<file path="config.mk">
export PLATFORM = sky130hd
export DESIGN_NAME = kmdeq_ring
export DESIGN_NICKNAME = d
export VERILOG_FILES = /design/src/rtl/kmdeq_pkg.sv /design/src/rtl/kmdeq_ring.sv
export SDC_FILE = /design/constraint.sdc
export NUM_CORES = 1
export LEC_CHECK = 0
export BUFFER_PORTS_ARGS = -buffer_cell sky130_fd_sc_hd__buf_4
export CAP_MARGIN = 20
export CORE_AREA = 2 2 123 125
export CTS_CLUSTER_DIAMETER = 80
export DETAILED_ROUTE_END_ITERATION = 8
export DIE_AREA = 0 0 125 127
export GPL_ROUTABILITY_DRIVEN = 0
export HOLD_SLACK_MARGIN = 0.02
export PLACE_DENSITY = 0.65
export SKIP_LAST_GASP = 1
export SLEW_MARGIN = 0
export SYNTH_ARGS = -nofsm -noshare
export SYNTH_HDL_FRONTEND = slang
export SYNTH_SLANG_ARGS = --single-unit
</file>
<file path="constraint.sdc">
create_clock -name clk_i -period 7.75 [get_ports clk_i]
set_input_delay 1.1625 -clock clk_i [delete_from_list [all_inputs] [get_ports clk_i]]
set_output_delay 1.1625 -clock clk_i [all_outputs]
set_load 0.05 [all_outputs]
</file>
<file path="src/rtl/kmdeq_pkg.sv">
// shared types, register indexes and defaults of the key matrix debounce event queue
package kmdeq_pkg;

  // default sizes
  localparam int unsigned MAX_ROW_COUNT_DEF    = 16;
  localparam int unsigned MAX_COLUMN_COUNT_DEF = 16;
  localparam int unsigned RING_SLOTS_DEF       = 16;

  // configuration register indexes
  localparam logic [1:0] CFG_DEBOUNCE_TIME  = 2'd0;
  localparam logic [1:0] CFG_ROWS_IN_USE    = 2'd1;
  localparam logic [1:0] CFG_COLUMNS_IN_USE = 2'd2;

  // register reset values
  localparam logic [15:0] DEBOUNCE_RESET = 16'd5;

  // item operations
  localparam logic OP_ROW_SAMPLE = 1'b0;
  localparam logic OP_POP        = 1'b1;

  typedef struct packed {
    logic        operation;
    logic [3:0]  row_index;
    logic [15:0] column_levels;
    logic [31:0] now_ms;
  } in_item_t;

  typedef struct packed {
    logic       event_valid;
    logic [3:0] event_row;
    logic [3:0] event_column;
    logic       event_pressed;
  } out_item_t;

  // one queued key event
  typedef struct packed {
    logic [3:0] row;
    logic [3:0] column;
    logic       pressed;
  } ring_entry_t;

  // ring control from the sequencer
  typedef struct packed {
    logic push;
    logic pop;
  } ring_ctrl_t;

  // ring status back to the sequencer
  typedef struct packed {
    logic empty;
    logic full;
  } ring_stat_t;

endpackage

</file>
<file path="src/rtl/kmdeq_ring.sv">
// event ring: slot memory with write and read pointers
module kmdeq_ring #(
  parameter int unsigned RING_SLOTS = kmdeq_pkg::RING_SLOTS_DEF
) (
  input  logic                   clk_i,
  input  logic                   rst_ni,
  input  kmdeq_pkg::ring_ctrl_t  ctrl_i,
  input  kmdeq_pkg::ring_entry_t push_event_i,
  output kmdeq_pkg::ring_stat_t  stat_o,
  output kmdeq_pkg::ring_entry_t pop_event_o
);
  import kmdeq_pkg::*;

  localparam int unsigned PW = $clog2(RING_SLOTS);

  ring_entry_t ring_mem [RING_SLOTS];
  ring_entry_t rd_q;
  logic [PW-1:0] wp_q, wp_d, rp_q, rp_d;
  logic [PW-1:0] wp_next, rp_next;
  logic          do_push, do_pop;

  // pointer wrap and status
  assign wp_next = (wp_q == PW'(RING_SLOTS - 1)) ? '0 : wp_q + 1'b1;
  assign rp_next = (rp_q == PW'(RING_SLOTS - 1)) ? '0 : rp_q + 1'b1;
  assign stat_o.empty = (wp_q == rp_q);
  assign stat_o.full  = (wp_next == rp_q);

  assign do_push = ctrl_i.push && !stat_o.full;
  assign do_pop  = ctrl_i.pop && !stat_o.empty;

  assign wp_d = do_push ? wp_next : wp_q;
  assign rp_d = do_pop ? rp_next : rp_q;

  // pointers
  always_ff @(posedge clk_i or negedge rst_ni) begin
    if (!rst_ni) begin
      wp_q <= '0;
      rp_q <= '0;
    end else begin
      wp_q <= wp_d;
      rp_q <= rp_d;
    end
  end

  // slot memory, registered read
  always_ff @(posedge clk_i) begin
    if (do_push) begin
      ring_mem[wp_q] <= push_event_i;
    end
    if (do_pop) begin
      rd_q <= ring_mem[rp_q];
    end
  end

  assign pop_event_o = rd_q;

`ifndef SYNTH
  a_wp_range: assert property (@(posedge clk_i) disable iff (!rst_ni)
    32'(wp_q) < RING_SLOTS) else $error("ring write pointer out of range");
  a_full_drop: assert property (@(posedge clk_i) disable iff (!rst_ni)
    ctrl_i.push && stat_o.full |=> $stable(wp_q)) else $error("push into full ring moved pointer");
  a_empty_pop: assert property (@(posedge clk_i) disable iff (!rst_ni)
    ctrl_i.pop && stat_o.empty && !ctrl_i.push |=> stat_o.empty)
    else $error("pop from empty ring left ring non-empty");
`endif

endmodule

</file>
# --- Word-level counts from Yosys, hierarchy flattened ---
# Memory sizes are Yosys's and may differ from the RTL's. A register that Yosys moved wholly into a read port is not among the register bits.
# Cells that the tools add are included.
op_classes:
  n_div: 0
  bitwise: 0
  reduce_logical: 4
  mul: 0
  add_sub_neg: 2
  n_eq_ne: 4
  magnitude_cmp: 0
  shifts: 0
  mux: 4
ops:
  columns: ["cell", "n"]
  rows:
  - ["$add 4x1->4 const B", 2]
  - ["$eq 4x4->1", 2]
  - ["$eq 4x4->1 const B", 2]
  - ["$mux 4", 2]
  - ["$logic_and 1x1->1", 2]
  - ["$logic_not 1->1", 2]
  - ["$mux 1", 2]
totals:
  latchBits: 0
  mem_bits_rw: 144
  mem_bits_ro: 0
  ff_bits: 8
  elab_cells: 17
  mem_count: 1
memory_table:
  columns: ["name", "words", "word_bits", "rd", "rd_ports_with_merged_regs", "wr", "line_no", "source"]
  rows:
  - ["ring_mem", 16, 9, 1, 1, 1, "kmdeq_ring.sv:16", "ring_entry_t ring_mem [RING_SLOTS];"]

# --- Longest topological paths before layout ---
logic_depth:
  depth_word: 7
  mapped_depth: 7

# --- Worst setup path after synthesis ---
# Ideal clock, no wire load.
synth_path:
  kind: "input -> register"
  start: "input ctrl_i[1] in the netlist's numbering"
  end: "memory ring_mem[0][0] in the netlist's numbering, enable pin"
  slack_ns: 4.893
  setup_ns: 0.399
  stages: 3
  required_ns: 7.351
  t_arrival_ns: 2.458
  path_cell_list: "clkbuf_1 > nand2_1 > nor4_1"
synth_via:
  elab_chain_len: 3
synth_lines:
  columns: ["item", "line_no", "source"]
  rows:
  - ["from (decl)", "kmdeq_ring.sv:7", "input kmdeq_pkg::ring_ctrl_t ctrl_i,"]
  - ["$logic_and 1x1->1", "kmdeq_ring.sv:28", "assign do_push = ctrl_i.push && !stat_o.full;"]
  - ["$mux 1", "kmdeq_ring.sv:47", "if (do_push) begin"]
  - ["$mux 1 (implied by the code)", "kmdeq_ring.sv:48", "ring_mem[wp_q] <= push_event_i;"]
  - ["to (decl)", "kmdeq_ring.sv:16", null]
# No other way between the ends.

==> impl_metrics.env <==
export IMPL_synthCells=325
export IMPL_fill_cells=1149
export IMPL_grt_ovfl_total=0
export IMPL_finalCritPeriodShare_pct=47.7
export IMPL_grt_setup_unrepaired="no"
export IMPL_netlist_area_sq_um=6460
export IMPL_synth_edf_count=153
export IMPL_rr_startpoint="wp_q[3]"
export IMPL_synthFlopType="edfxtp_1"
export IMPL_htreeDepth=4
export IMPL_multi_input_area_sq_um=1580
export IMPL_cts_root_buf="clkbuf_16"
export IMPL_dpl_hpwl_um=7660
export IMPL_die_height_um=127
export IMPL_vias_per_cell=5.62
export IMPL_die_area_sq_um=15900
export IMPL_drv_cap=0
export IMPL_path_buf_inv=1
export IMPL_clkTransAtPathRegs_ns=0.06
export IMPL_ys_async_sr_fraction_pct=4.97
export IMPL_cts_sinks=161
export IMPL_regArea_sq_um=4800
export IMPL_grt_max_degree=43
export IMPL_slowest_stage="dfrtp_1"
export IMPL_fin_crit_ns=3.70
export IMPL_die_width_um=125
export IMPL_cts_max_path_buffers=2
export IMPL_post_cts_setup_buffers=0
export IMPL_avgSynthCellArea_sq_um=19.9
export IMPL_crit_chain="and4b_1 > a311oi_2 > xnor2_1 > nor2_4 > buf_4"
export IMPL_vias=3158
export IMPL_firstDrtPassIters=4
export IMPL_synthTopCellsByCount="edfxtp_1 (153), mux4_2 (36), a21oi_1 (12), clkbuf_1 (12), nor3_1 (11)"
export IMPL_cts_hold_buf=0
export IMPL_yosys_warnings=0
export IMPL_status="finished, final reports clean"
export IMPL_ant_nets=0
export IMPL_path_max_fanout=16
export IMPL_cp_data_required_time_ns=6.59
export IMPL_cp_end_kind="output port"
export IMPL_slowest_delay_ns=0.66
export IMPL_setup_violations_final=0
export IMPL_synth_seq_cells=161
export IMPL_cts_resized=0
export IMPL_slew_headroom_pct=37.2
export IMPL_wl_per_cell_um=22.7
export IMPL_yosys_top_cells_area="edfxtp_1 (71%), mux4_2 (13%), dfrtp_1 (3.1%)"
export IMPL_hp_class="primary input to asynchronous set/reset pin"
export IMPL_max_vdd_ir_drop_uv=222
export IMPL_pin_count=24
export IMPL_n_antenna_cell=0
export IMPL_skew_ns=0.00442
export IMPL_fin_ws_ns=4.05
export IMPL_drc=0
export IMPL_synth_area_leader_cell="edfxtp_1"
export IMPL_syn_to_final_growth_pct=16.7
export IMPL_synth_nets=344
export IMPL_final_hold_violation_count=0
export IMPL_grt_pass1_vias=3303
export IMPL_cts_tree="done"
export IMPL_cp_arrival_ns=2.53
export IMPL_synth_distinct_cells=34
export IMPL_core_sq_um=14400
export IMPL_drive_gt1_share_pct=31.2
export IMPL_power_leakage_nw=2.48
export IMPL_clk_latency_ns=0.42
export IMPL_yosysMostFrequentCell="edfxtp_1"
export IMPL_drt_initial_drc_count=247
export IMPL_path_class="register to output port"
export IMPL_synth_top_area_share_pct=71.1
export IMPL_max_freq_mhz=270
export IMPL_dp_slack_ns=4.49
export IMPL_startpoint="wp_q[3]"
export IMPL_finalWirelength_um=12700
export IMPL_nNetsFinal=384
export IMPL_grt_pass1_wl_um=19900
export IMPL_synth_seq_area_share_pct=74.2
export IMPL_numCtsBuffers=17
export IMPL_crit_family="simple AND/OR/NAND/NOR gates"
export IMPL_numPortBuffers=23
export IMPL_drv_slew=0
export IMPL_grt_usage_pct=17.3
export IMPL_floorplan_initialDensity_pct=44.8
export IMPL_tightestPinTransition_ns=0.942
export IMPL_antenna_found_initial=0
export IMPL_p_per_area_nw_per_um2=400
export IMPL_start_kind="register"
export IMPL_fin_setup_tns_ns=0
export IMPL_rows=44
[layout make-up]
cell class / instances / share of cell area, %
clock buffer: 21 / 5.84
inverter: 4 / 0.199
tap: 184 / 3.05
clock inverter: 11 / 2.16
multi-input combinational: 139 / 21.0
sequential: 161 / 63.6
timing repair buffer: 42 / 4.18
[routing by layer]
metal / track usage, % / vias to the layer above / share of wire, %
li1: - / 1401 / -
met1: 23.1 / 1644 / 43
met2: 27.3 / 91 / 49
met3: 4.06 / 22 / 5.2
met4: 8.37 / 0 / 2.2
met5: 0 / - / 0
[state kept, by name, summed over array words and instances (netlist names)]
| name | flops |
|---|---|
| pop_event_o | 9 |
| ring_mem | 144 |
| wp_q | 4 |
| rp_q | 4 |
[layout by cell type (no fill, tap or decap), drive strengths merged, types with 2 or more instances in the layout]
cell type and count:
mux4 36, bufinv 4, xnor2 9, nor2b 10
a21oi 12, inv 4, clkbuf 21, a211oi 9
a31oi 2, buf 42, nand2 9, mux2 4
mux2i 9, nand2b 2, clkinv 4, clkinvlp 3
dfrtp 8, nor2 2, nor4 4, ha 6
nand3 2, edfxtp 153, nor3 11, o21ai 4
[stage by stage]
stage                     total power [mW]  utilization (%)  hold WS (ns)  cells  cell area [sq um]
after global placement                2.17             48.0         0.654    529               6930
final                                 3.01             52.3         0.552    562               7540
after CTS                             3.05             52.2         0.535    561               7530
after floorplan                       1.92                -         0.587    325               6460
after detailed placement              2.19             48.0         0.682    529               6930
after global routing                  3.16             52.3         0.539    562               7540
[worst reg2reg max path: stages, from the launching register on]
cell      delay [ns]
dfrtp_1         0.66
and4b_1         0.28
a311oi_2        0.30
xnor2_1         0.28
o21ai_2         0.15
nor2_1          0.46
buf_4           0.27
[cells by family (layout without fill, tap and decap cells)]
family	Yosys count	after routing	share of synthesized area (%)
adders and majority gates	6	6	1.16
muxes	49	49	14.6
DFF	161	161	74.2
and+or+nand+nor	44	44	3.80
AOI/OAI and AO/OA	30	30	3.02
buffers and inverters	25	78	1.80
xor gates and xnor gates	10	10	1.36
[where the power goes]
group,switching [mW],leakage (nW),internal (mW)
sequential,0.0804,1.48,1.10
clock,0.319,0.287,0.536
combinational,0.578,0.714,0.403
total,0.978,2.48,2.04
[path summary, 6_finish.rpt]
| path | end | slack [ns] | depth (start not counted) |
|---|---|---|---|
| max | stat_o[0] | 4.05 | 5 |
| min | wp_q[1] | 0.55 | 1 |
| max reg2reg | ring_mem[15][0] | 5.04 | 6 |
| min reg2reg | wp_q[1] | 0.70 | 1 |
| max in group asynchronous | rp_q[0] | 7.06 | 1 |
| min in group clk_i | wp_q[1] | 0.70 | 1 |
No activity file was read; power rests on OpenSTA's default activity.
